===== config.mk =====
export PLATFORM = sky130hd
export DESIGN_NAME = mips_register_use_decoder_unit
export DESIGN_NICKNAME = d
export VERILOG_FILES = /design/src/hw/rtl/mrud_pkg.sv /design/src/hw/rtl/mrud_mask_dec.sv /design/src/hw/rtl/mrud_alu_class.sv /design/src/hw/rtl/mips_register_use_decoder_unit.sv
export SDC_FILE = /design/constraint.sdc
export NUM_CORES = 1
export LEC_CHECK = 0
export ABC_AREA = 1
export BUFFER_PORTS_ARGS = -buffer_cell sky130_fd_sc_hd__buf_2
export CORE_ASPECT_RATIO = 1.2
export CORE_MARGIN = 2
export CORE_UTILIZATION = 53
export CTS_CLUSTER_SIZE = 8
export DETAILED_ROUTE_END_ITERATION = 6
export GPL_TIMING_DRIVEN = 0
export PLACE_DENSITY = 0.77
export SKIP_CTS_REPAIR_TIMING = 1
export SYNTH_ARGS = -nofsm -noshare
export SYNTH_HDL_FRONTEND = slang
export SYNTH_SLANG_ARGS = --single-unit

===== constraint.sdc =====
create_clock -name clk -period 2.3 [get_ports clk]
set_input_delay 0 -clock clk [delete_from_list [all_inputs] [get_ports clk]]
set_output_delay 0 -clock clk [all_outputs]
set_load 0.01 [all_outputs]

===== src/hw/rtl/mrud_pkg.sv =====
// Shared types, opcode constants and register-bit helpers for the MIPS register use decoder.
package mrud_pkg;

  localparam int unsigned INSTR_W = 32;
  localparam int unsigned MASK_W  = 34;

  localparam logic [MASK_W-1:0] LO_BIT   = MASK_W'(1) << 32;
  localparam logic [MASK_W-1:0] HI_BIT   = MASK_W'(1) << 33;
  localparam logic [MASK_W-1:0] ALL_ONES = '1;

  // Primary opcodes.
  localparam logic [5:0] OP_SPECIAL = 6'h00;
  localparam logic [5:0] OP_REGIMM  = 6'h01;
  localparam logic [5:0] OP_J       = 6'h02;
  localparam logic [5:0] OP_JAL     = 6'h03;
  localparam logic [5:0] OP_BEQ     = 6'h04;
  localparam logic [5:0] OP_BNE     = 6'h05;
  localparam logic [5:0] OP_BLEZ    = 6'h06;
  localparam logic [5:0] OP_BGTZ    = 6'h07;
  localparam logic [5:0] OP_ADDI    = 6'h08;
  localparam logic [5:0] OP_ADDIU   = 6'h09;
  localparam logic [5:0] OP_SLTI    = 6'h0a;
  localparam logic [5:0] OP_SLTIU   = 6'h0b;
  localparam logic [5:0] OP_ANDI    = 6'h0c;
  localparam logic [5:0] OP_ORI     = 6'h0d;
  localparam logic [5:0] OP_XORI    = 6'h0e;
  localparam logic [5:0] OP_LUI     = 6'h0f;
  localparam logic [5:0] OP_COP0    = 6'h10;
  localparam logic [5:0] OP_COP2    = 6'h12;
  localparam logic [5:0] OP_LB      = 6'h20;
  localparam logic [5:0] OP_LH      = 6'h21;
  localparam logic [5:0] OP_LWL     = 6'h22;
  localparam logic [5:0] OP_LW      = 6'h23;
  localparam logic [5:0] OP_LBU     = 6'h24;
  localparam logic [5:0] OP_LHU     = 6'h25;
  localparam logic [5:0] OP_LWR     = 6'h26;
  localparam logic [5:0] OP_SB      = 6'h28;
  localparam logic [5:0] OP_SH      = 6'h29;
  localparam logic [5:0] OP_SWL     = 6'h2a;
  localparam logic [5:0] OP_SW      = 6'h2b;
  localparam logic [5:0] OP_SWR     = 6'h2e;
  localparam logic [5:0] OP_LWC2    = 6'h32;
  localparam logic [5:0] OP_SWC2    = 6'h3a;

  // SPECIAL function codes.
  localparam logic [5:0] FN_SLL     = 6'h00;
  localparam logic [5:0] FN_SRL     = 6'h02;
  localparam logic [5:0] FN_SRA     = 6'h03;
  localparam logic [5:0] FN_SLLV    = 6'h04;
  localparam logic [5:0] FN_SRLV    = 6'h06;
  localparam logic [5:0] FN_SRAV    = 6'h07;
  localparam logic [5:0] FN_JR      = 6'h08;
  localparam logic [5:0] FN_JALR    = 6'h09;
  localparam logic [5:0] FN_SYSCALL = 6'h0c;
  localparam logic [5:0] FN_BREAK   = 6'h0d;
  localparam logic [5:0] FN_MFHI    = 6'h10;
  localparam logic [5:0] FN_MTHI    = 6'h11;
  localparam logic [5:0] FN_MFLO    = 6'h12;
  localparam logic [5:0] FN_MTLO    = 6'h13;
  localparam logic [5:0] FN_MULT    = 6'h18;
  localparam logic [5:0] FN_MULTU   = 6'h19;
  localparam logic [5:0] FN_DIV     = 6'h1a;
  localparam logic [5:0] FN_DIVU    = 6'h1b;
  localparam logic [5:0] FN_ADD     = 6'h20;
  localparam logic [5:0] FN_ADDU    = 6'h21;
  localparam logic [5:0] FN_SUB     = 6'h22;
  localparam logic [5:0] FN_SUBU    = 6'h23;
  localparam logic [5:0] FN_AND     = 6'h24;
  localparam logic [5:0] FN_OR      = 6'h25;
  localparam logic [5:0] FN_XOR     = 6'h26;
  localparam logic [5:0] FN_NOR     = 6'h27;
  localparam logic [5:0] FN_SLT     = 6'h2a;
  localparam logic [5:0] FN_SLTU    = 6'h2b;

  // REGIMM rt codes.
  localparam logic [4:0] RT_BLTZ    = 5'h00;
  localparam logic [4:0] RT_BGEZ    = 5'h01;
  localparam logic [4:0] RT_BLTZAL  = 5'h10;
  localparam logic [4:0] RT_BGEZAL  = 5'h11;

  // Coprocessor rs codes.
  localparam logic [4:0] RS_MF      = 5'h00;
  localparam logic [4:0] RS_CF      = 5'h02;
  localparam logic [4:0] RS_MT      = 5'h04;
  localparam logic [4:0] RS_CT      = 5'h06;
  localparam logic [4:0] RS_CO      = 5'h10;

  localparam logic [4:0] REG_RA     = 5'd31;

  typedef struct packed {
    logic [MASK_W-1:0] rd_mask;
    logic [MASK_W-1:0] wr_mask;
    logic              unknown;
  } mask_res_t;

  typedef struct packed {
    logic is_alu;
    logic rt_write;
    logic rs_read;
    logic rt_read;
  } alu_flags_t;

  // One-hot bit for a GPR read.
  function automatic logic [MASK_W-1:0] rbit(input logic [4:0] r);
    rbit = MASK_W'(1) << r;
  endfunction

  // One-hot bit for a GPR write; the zero register never shows up.
  function automatic logic [MASK_W-1:0] wbit(input logic [4:0] r);
    wbit = (MASK_W'(1) << r) & ~MASK_W'(1);
  endfunction

endpackage


===== src/hw/rtl/mrud_mask_dec.sv =====
// Read and write register mask decode for one MIPS I instruction word.
module mrud_mask_dec (
  input  logic [mrud_pkg::INSTR_W-1:0] instr,
  output mrud_pkg::mask_res_t          res
);

  logic [5:0]                  op;
  logic [4:0]                  rs;
  logic [4:0]                  rt;
  logic [4:0]                  rd;
  logic [5:0]                  fn;
  logic [mrud_pkg::MASK_W-1:0] st;

  assign op = instr[31:26];
  assign rs = instr[25:21];
  assign rt = instr[20:16];
  assign rd = instr[15:11];
  assign fn = instr[5:0];
  assign st = mrud_pkg::rbit(rs) | mrud_pkg::rbit(rt);

  always_comb begin
    res.rd_mask = '0;
    res.wr_mask = '0;
    res.unknown = 1'b0;
    case (op)
      mrud_pkg::OP_SPECIAL: begin
        case (fn)
          mrud_pkg::FN_SLL, mrud_pkg::FN_SRL, mrud_pkg::FN_SRA: begin
            res.rd_mask = mrud_pkg::rbit(rt);
            res.wr_mask = mrud_pkg::wbit(rd);
          end
          mrud_pkg::FN_SLLV, mrud_pkg::FN_SRLV, mrud_pkg::FN_SRAV,
          mrud_pkg::FN_ADD, mrud_pkg::FN_ADDU, mrud_pkg::FN_SUB, mrud_pkg::FN_SUBU,
          mrud_pkg::FN_AND, mrud_pkg::FN_OR, mrud_pkg::FN_XOR, mrud_pkg::FN_NOR,
          mrud_pkg::FN_SLT, mrud_pkg::FN_SLTU: begin
            res.rd_mask = st;
            res.wr_mask = mrud_pkg::wbit(rd);
          end
          mrud_pkg::FN_JR: begin
            res.rd_mask = mrud_pkg::rbit(rs);
          end
          mrud_pkg::FN_JALR: begin
            res.rd_mask = mrud_pkg::rbit(rs);
            res.wr_mask = mrud_pkg::wbit(rd);
          end
          mrud_pkg::FN_SYSCALL, mrud_pkg::FN_BREAK: begin
            res.rd_mask = '0;
          end
          mrud_pkg::FN_MFHI: begin
            res.rd_mask = mrud_pkg::HI_BIT;
            res.wr_mask = mrud_pkg::wbit(rd);
          end
          mrud_pkg::FN_MTHI: begin
            res.rd_mask = mrud_pkg::rbit(rs);
            res.wr_mask = mrud_pkg::HI_BIT;
          end
          mrud_pkg::FN_MFLO: begin
            res.rd_mask = mrud_pkg::LO_BIT;
            res.wr_mask = mrud_pkg::wbit(rd);
          end
          mrud_pkg::FN_MTLO: begin
            res.rd_mask = mrud_pkg::rbit(rs);
            res.wr_mask = mrud_pkg::LO_BIT;
          end
          mrud_pkg::FN_MULT, mrud_pkg::FN_MULTU, mrud_pkg::FN_DIV, mrud_pkg::FN_DIVU: begin
            res.rd_mask = st;
            res.wr_mask = mrud_pkg::LO_BIT | mrud_pkg::HI_BIT;
          end
          default: begin
            res.unknown = 1'b1;
          end
        endcase
      end
      mrud_pkg::OP_REGIMM: begin
        if (rt == mrud_pkg::RT_BLTZ || rt == mrud_pkg::RT_BGEZ) begin
          res.rd_mask = mrud_pkg::rbit(rs);
        end else if (rt == mrud_pkg::RT_BLTZAL || rt == mrud_pkg::RT_BGEZAL) begin
          res.rd_mask = mrud_pkg::rbit(rs);
          res.wr_mask = mrud_pkg::rbit(mrud_pkg::REG_RA);
        end else begin
          res.unknown = 1'b1;
        end
      end
      mrud_pkg::OP_J: begin
        res.rd_mask = '0;
      end
      mrud_pkg::OP_JAL: begin
        res.wr_mask = mrud_pkg::rbit(mrud_pkg::REG_RA);
      end
      mrud_pkg::OP_BEQ, mrud_pkg::OP_BNE: begin
        res.rd_mask = st;
      end
      mrud_pkg::OP_BLEZ, mrud_pkg::OP_BGTZ: begin
        res.rd_mask = mrud_pkg::rbit(rs);
      end
      mrud_pkg::OP_ADDI, mrud_pkg::OP_ADDIU, mrud_pkg::OP_SLTI, mrud_pkg::OP_SLTIU,
      mrud_pkg::OP_ANDI, mrud_pkg::OP_ORI, mrud_pkg::OP_XORI: begin
        res.rd_mask = mrud_pkg::rbit(rs);
        res.wr_mask = mrud_pkg::wbit(rt);
      end
      mrud_pkg::OP_LUI: begin
        res.wr_mask = mrud_pkg::wbit(rt);
      end
      mrud_pkg::OP_COP0: begin
        // Any rs of CO is taken as a return from exception.
        if (rs == mrud_pkg::RS_MF) begin
          res.wr_mask = mrud_pkg::wbit(rt);
        end else if (rs == mrud_pkg::RS_MT) begin
          res.rd_mask = mrud_pkg::rbit(rt);
        end else if (rs == mrud_pkg::RS_CO) begin
          res.rd_mask = '0;
        end else begin
          res.unknown = 1'b1;
        end
      end
      mrud_pkg::OP_COP2: begin
        // The whole upper half of rs holds coprocessor commands.
        if (rs == mrud_pkg::RS_MF || rs == mrud_pkg::RS_CF) begin
          res.wr_mask = mrud_pkg::wbit(rt);
        end else if (rs == mrud_pkg::RS_MT || rs == mrud_pkg::RS_CT) begin
          res.rd_mask = mrud_pkg::rbit(rt);
        end else if (rs[4]) begin
          res.rd_mask = '0;
        end else begin
          res.unknown = 1'b1;
        end
      end
      mrud_pkg::OP_LB, mrud_pkg::OP_LH, mrud_pkg::OP_LW, mrud_pkg::OP_LBU,
      mrud_pkg::OP_LHU: begin
        res.rd_mask = mrud_pkg::rbit(rs);
        res.wr_mask = mrud_pkg::wbit(rt);
      end
      mrud_pkg::OP_LWL, mrud_pkg::OP_LWR: begin
        res.rd_mask = st;
        res.wr_mask = mrud_pkg::wbit(rt);
      end
      mrud_pkg::OP_SB, mrud_pkg::OP_SH, mrud_pkg::OP_SWL, mrud_pkg::OP_SW,
      mrud_pkg::OP_SWR: begin
        res.rd_mask = st;
      end
      mrud_pkg::OP_LWC2, mrud_pkg::OP_SWC2: begin
        res.rd_mask = mrud_pkg::rbit(rs);
      end
      default: begin
        res.unknown = 1'b1;
      end
    endcase
    if (res.unknown) begin
      res.rd_mask = mrud_pkg::ALL_ONES;
      res.wr_mask = mrud_pkg::ALL_ONES;
    end
  end

endmodule


===== src/hw/rtl/mrud_alu_class.sv =====
// ALU classification flags for one MIPS I instruction word.
module mrud_alu_class (
  input  logic [mrud_pkg::INSTR_W-1:0] instr,
  output mrud_pkg::alu_flags_t         flags
);

  logic [5:0] op;
  logic [5:0] fn;

  assign op = instr[31:26];
  assign fn = instr[5:0];

  always_comb begin
    flags = '0;
    case (op)
      mrud_pkg::OP_SPECIAL: begin
        case (fn)
          mrud_pkg::FN_SLL, mrud_pkg::FN_SRL, mrud_pkg::FN_SRA: begin
            flags.is_alu  = 1'b1;
            flags.rt_read = 1'b1;
          end
          mrud_pkg::FN_SLLV, mrud_pkg::FN_SRLV, mrud_pkg::FN_SRAV,
          mrud_pkg::FN_ADD, mrud_pkg::FN_ADDU, mrud_pkg::FN_SUB, mrud_pkg::FN_SUBU,
          mrud_pkg::FN_AND, mrud_pkg::FN_OR, mrud_pkg::FN_XOR, mrud_pkg::FN_NOR,
          mrud_pkg::FN_SLT, mrud_pkg::FN_SLTU: begin
            flags.is_alu  = 1'b1;
            flags.rs_read = 1'b1;
            flags.rt_read = 1'b1;
          end
          default: begin
            flags = '0;
          end
        endcase
      end
      mrud_pkg::OP_ADDI, mrud_pkg::OP_ADDIU, mrud_pkg::OP_SLTI, mrud_pkg::OP_SLTIU,
      mrud_pkg::OP_ANDI, mrud_pkg::OP_ORI, mrud_pkg::OP_XORI: begin
        flags.is_alu   = 1'b1;
        flags.rt_write = 1'b1;
        flags.rs_read  = 1'b1;
      end
      mrud_pkg::OP_LUI: begin
        // The immediate load has no register source.
        flags.is_alu   = 1'b1;
        flags.rt_write = 1'b1;
      end
      default: begin
        flags = '0;
      end
    endcase
  end

endmodule


===== src/hw/rtl/mips_register_use_decoder_unit.sv =====
// Top level of the MIPS I register use decoder: input register, decode and result register.
// Pipeline: a taken request is held in the input register, decoded, and loaded into the
// result register, which shows it with out_valid high (one input register, one result
// register).
// Throughput: one request per cycle; busy is never raised and the receiver cannot stall.
// Reset: synchronous on rst_n low; it clears both valid flags, so no result is shown
// until a new request arrives. The payload registers are not reset.
module mips_register_use_decoder_unit (
  input  logic                         clk,
  input  logic                         rst_n,
  input  logic                         start,
  output logic                         busy,
  input  logic [mrud_pkg::INSTR_W-1:0] in_instruction,
  output logic                         out_valid,
  output logic [mrud_pkg::MASK_W-1:0]  out_read_mask,
  output logic [mrud_pkg::MASK_W-1:0]  out_write_mask,
  output logic                         out_unknown_opcode,
  output logic                         out_is_alu,
  output logic                         out_alu_writes_rt,
  output logic                         out_alu_reads_rs,
  output logic                         out_alu_reads_rt
);

  // The decode is a single pass of shallow logic, so a request can be taken every
  // cycle; nothing ever holds the requester off.
  logic                         accept;

  // Input stage.
  logic                         in_valid_r;
  logic                         in_valid_nxt;
  logic [mrud_pkg::INSTR_W-1:0] instr_r;

  // Decode results between the stages.
  mrud_pkg::mask_res_t          mask_res;
  mrud_pkg::alu_flags_t         alu_flags;

  // Result stage.
  logic                         res_valid_r;
  logic                         res_valid_nxt;
  mrud_pkg::mask_res_t          mask_r;
  mrud_pkg::alu_flags_t         flags_r;

  assign busy          = 1'b0;
  assign accept        = start && !busy;
  assign in_valid_nxt  = accept;
  assign res_valid_nxt = in_valid_r;

  // Control flags, cleared by reset.
  always_ff @(posedge clk) begin
    if (!rst_n) begin
      in_valid_r  <= 1'b0;
      res_valid_r <= 1'b0;
    end else begin
      in_valid_r  <= in_valid_nxt;
      res_valid_r <= res_valid_nxt;
    end
  end

  // The instruction word is captured only when a request is taken.
  always_ff @(posedge clk) begin
    if (accept) begin
      instr_r <= in_instruction;
    end
  end

  // Two decoders work side by side on the registered word.
  mrud_mask_dec u_mask_dec (
    .instr (instr_r),
    .res   (mask_res)
  );

  mrud_alu_class u_alu_class (
    .instr (instr_r),
    .flags (alu_flags)
  );

  // The result register is loaded whenever the input stage holds a word; it is shown
  // for exactly one cycle unless the next word follows right behind it.
  always_ff @(posedge clk) begin
    if (in_valid_r) begin
      mask_r  <= mask_res;
      flags_r <= alu_flags;
    end
  end

  assign out_valid          = res_valid_r;
  assign out_read_mask      = mask_r.rd_mask;
  assign out_write_mask     = mask_r.wr_mask;
  assign out_unknown_opcode = mask_r.unknown;
  assign out_is_alu         = flags_r.is_alu;
  assign out_alu_writes_rt  = flags_r.rt_write;
  assign out_alu_reads_rs   = flags_r.rs_read;
  assign out_alu_reads_rt   = flags_r.rt_read;

endmodule


# Word-level counts from Yosys, hierarchy flattened
# Index checks and enable logic that the tools add are counted.
# word_totals
register_bits	107
in_bits	35
output_inout_bits	75
word_cells	127
# op_classes
eq_ne	65
shift	3
mux	26
bitwise	1
reduce_logical	22
# ops
operator	n
$pmux 34 s6	2
$mux 34	7
$pmux 34 s5	1
$eq 6x6->1 const B	24
$pmux 34 s4	1
$shl 1x5->34 const A	3
$eq 6x4->1 const B	12
$mux 68	1
$eq 6x5->1 const B	10
$reduce_or 28->1	2
$eq 6x3->1 const B	7
$mux 35	1
$or 34x34->34	1
$reduce_or 16->1	2
$eq 6x2->1 const B	4
$reduce_or 19->1	1
$reduce_or 17->1	1
$eq 5x5->1 const B	3
$reduce_or 15->1	1
$reduce_or 13->1	1
$logic_not 6->1	2
$eq 5x3->1 const B	2
$logic_not 5->1	2
$mux 1	10
other kinds (12)	16

# Depth between registers and ports, before layout
# logic_depth
depth_word	5
depth_mapped	14

# By module
# A second synthesis with hierarchy kept.
# unflattened
cells_unflattened	1056
hier_area_um2	7587.3
# modules_own_cells
mod	n_inst	cells_each	area_per_inst_um2	seq_area_each_um2
mrud_mask_dec	1	917	4252.8	0.0
mips_register_use_decoder_unit	1	113	3219.3	3193.1
mrud_alu_class	1	26	115.1	0.0

# Worst setup path before layout
# Ideal clock, no wire load.
# synth_path
path_type	register to register
startpoint	register in_valid_r
endpoint	register flags_r (netlist bit out_alu_reads_rs) (enable)
setup_ns	0.438
t_arrival_ns	1.883
setup_slack_ns	-0.020
stages_incl_launch_ff	1
synth_period_minus_slack_ns	2.320
path_cell_list	dfxtp_1
# synth_rtl
item	line_no	rtl
start: declaration	mips_register_use_decoder_unit.sv:29	logic in_valid_r;
start signal: assignment	mips_register_use_decoder_unit.sv:54	in_valid_r <= in_valid_nxt;
end signal: assignment	mips_register_use_decoder_unit.sv:82	flags_r <= alu_flags;
end: declaration	mips_register_use_decoder_unit.sv:41	mrud_pkg::alu_flags_t flags_r;
# No word-level cell between the ends.

# Worst setup path in the final report
# layout_path
startpoint	register instr_r[21] (netlist bit)
endpoint	register mask_r (netlist bit out_write_mask[23]) (data pin)
# layout_between
elab_chain_cells	5
# layout_rtl
item	line_no	rtl
start: declaration	mips_register_use_decoder_unit.sv:31	logic [mrud_pkg::INSTR_W-1:0] instr_r;
start signal: assignment	mips_register_use_decoder_unit.sv:62	instr_r <= in_instruction;
$eq 5x5->1, or another cell as far along	mrud_mask_dec.sv:110	end else if (rs == mrud_pkg::RS_CO) begin
$mux 1 / $logic_or 1x1->1 (equally long branches)	mrud_mask_dec.sv:110, mrud_mask_dec.sv:120	
$mux 1 (on tied branches)	mrud_mask_dec.sv:108, mrud_mask_dec.sv:120	
$mux 1 (on tied branches)	mrud_mask_dec.sv:106, mrud_mask_dec.sv:118	
$pmux 1 s5	mrud_mask_dec.sv:25	case (op)
end signal: assignment	mips_register_use_decoder_unit.sv:81	mask_r <= mask_res;
end: declaration	mips_register_use_decoder_unit.sv:40	mrud_pkg::mask_res_t mask_r;
# Parallel ways exist; a longest one is shown, timed or not.
# A chain may end at the register's enable or synchronous reset.

==> impl_metrics.tcl <==
set metrics [dict create \
    status "complete, but fails checks" \
    violations "setup timing" \
    die_h_um 132 \
    synth.avg_cell_area_sq_um 7.08 \
    setup-violations-final 5 \
    p_leak_nw 4.30 \
    final_common_cell "nand2_1" \
    ioPinCount 110 \
    yosys_warnings 0 \
    start_util 0.544 \
    netlist_area_sq_mm 0.00724 \
    startpoint_type "register" \
    grt_util_all_layers 0.326 \
    place_ws_ps -289 \
    cts_tree "yes" \
    vdd_drop_max_mv 0.441 \
    hold_slack_ps 166 \
    area_delta_synth_final_pct 25.1 \
    fp.dieW_um 111 \
    final.period_utilization 1.01 \
    arrival_ps 2430 \
    die_area_sq_mm 0.0146 \
    io_buffers 103 \
    period_minus_slack_ps 2310 \
    routabilityCongestion 0.997 \
    synthTopCellsByArea "edfxtp_1, nand2_1, nand3_1" \
    cap_violations 0 \
    path_max_fanout 7 \
    rows 46 \
    slew_violations 0 \
    final_cell_mix "nand2_1, nand3_1, buf_2, inv_1, edfxtp_1" \
    grt_pass1_vias 6869 \
    overflow 0 \
    cts_root_buf "clkbuf_16" \
    drt-pass1-iter-count 7 \
    grt_max_degree 75 \
    antenna_found_initial 0 \
    powerDensity_mw_per_mm2 596 \
    wl_per_cell_um 18.7 \
    detail-route-antenna-nets 0 \
    fmax_mhz 432 \
    layout-drive-gt1-share 0.214 \
    numCtsBuffers 9 \
    path_class "reg -> reg" \
    synthCells 1022 \
    fp.coreArea_sq_mm 0.0133 \
    clkLatencyLatePin_ps 360 \
    rsz0062_at_grt "yes" \
    relSlewSlack 0.323 \
    cp.required_ps 2420 \
    path_buf_inv 3 \
    layout.nets 1224 \
    dp_hpwl_um 18100 \
    yosysTopAreaCellShare 0.415 \
    finalHoldViolations 0 \
    clkTransAtPathRegs_ps 80 \
    fillers 1128 \
    viasPerCell 5.88 \
    grt_pass1_wl_um 37100 \
    first_iter_violations 841 \
    num_antenna_cells 0 \
    tightest_slew_ps 1020 \
    crit_chain "nor2_4, nand3_4, clkinvlp_4, o22ai_2, nor2_4, nand2_2, nor2_4, buf_8, clkbuf_16, nand3_2" \
    yosysSeqAreaShare 0.420 \
    max_stage_delay_ps 490 \
    syn_nets 1057 \
    hold_class "in -> reg" \
    yosysUniqueCellTypes 32 \
    dpl.cell_count 1293 \
    h-tree-depth 3 \
    drc 0 \
    wl_um 25500 \
    clock_sinks 102 \
    ys_ff_latch 102 \
    yosys.area.top_type "edfxtp_1" \
    stdcell_count 1362 \
    clock_path_buffers 2 \
    cp_top_family "simple AND/OR/NAND/NOR gates" \
    slowest_stage "edfxtp_1" \
    vias 8006 \
    crit_path_frequent_cell "nor2_4" \
    end_kind "register" \
    fin_ws_ps -14.0 \
    fin_worst_skew_ps 8.98 \
]
metrics by stage:
stage	cell area (sq um)	setup TNS (ps)	util	power, mW
3_5_place_dp	7970	-12550	0.599	3.64
3_3_place_gp	7970	-13480	0.599	3.64
4_1_cts	8260	-13600	0.621	5.13
5_1_grt	9060	-2030	0.681	5.60
6_report	9060	-28.1	0.681	5.40
2_1_floorplan	7240	0	-	3.18
worst min-delay path, delay by kind of cell:
family / cells / cell delay (ps)
buffers and inverters: 2 / 350
and+or+nand+nor: 1 / 150
synth_stat cells:
master,number
inv_2,10
nor2_1,103
edfxtp_1,100
o21ai_1,5
nor2_4,2
a21oi_1,5
nand2b_1,1
nand3_2,21
o2111ai_1,1
dfxtp_1,2
o211ai_1,1
nor3_1,16
nand2_1,310
buf_6,3
inv_1,107
nor4_1,1
nor3_2,1
a22oi_1,10
nand3b_1,3
o21ai_0,13
nand3_1,168
nand4_1,50
buf_2,18
o22ai_1,19
buf_1,5
nand2_2,2
buf_4,4
nor2_2,11
clkinv_1,1
or2_2,1
conb_1,1
clkbuf_1,27
final timing paths:
path,startpoint,endpoint,slack (ps),cells past startpoint
worst max register to register,instr_r[21],out_write_mask[23],-10,10
worst max-delay path,instr_r[21],out_write_mask[23],-10,10
worst min register to register,instr_r[5],out_write_mask[32],770,3
worst min-delay path,start,in_valid_r,170,3
flip-flops by register name, indices dropped and copies added, names as in the netlist:
signal              count
out_alu_reads_rt        1
instr_r                27
out_valid               1
out_is_alu              1
out_alu_writes_rt       1
in_valid_r              1
out_write_mask         34
out_unknown_opcode      1
out_read_mask          34
out_alu_reads_rs        1
routing by layer:
metal  share of wire  vias up  global-route usage
li1                -     3762                   -
met1            0.38     3651               0.427
met2            0.48      492               0.535
met3           0.094      101              0.0552
met4           0.046        0               0.144
met5               0        -                   0
where the power goes:
group | switching, mW | total [mW] | internal [mW]
clock | 0.749 | 1.51 | 0.763
sequential | 0.110 | 2.42 | 2.31
combinational | 0.938 | 1.47 | 0.529
total | 1.80 | 5.40 | 3.60
final cells by class:
cell class	instances	area, sq um	area share
Tap cell	168	210	0.0232
Inverter	118	447	0.0493
Multi-Input combinational cell	745	3670	0.405
Clock buffer	9	225	0.0249
Timing Repair Buffer	156	1040	0.114
Clock inverter	7	67.6	0.00746
Sequential cell	102	3050	0.336
Buffer	57	354	0.0391
logic make-up (layout without fill, tap and decap cells):
| family | count (synthesis) | in the layout | share of synthesized area |
|---|---|---|---|
| other | 1 | 1 | 0.000518 |
| AO/OA/AOI/OAI | 54 | 54 | 0.0449 |
| AND/OR/NAND/NOR | 690 | 690 | 0.435 |
| flip-flops | 102 | 102 | 0.420 |
| buffers and inverters | 175 | 347 | 0.0991 |
Note: power is estimated with default switching activity, not from simulation.
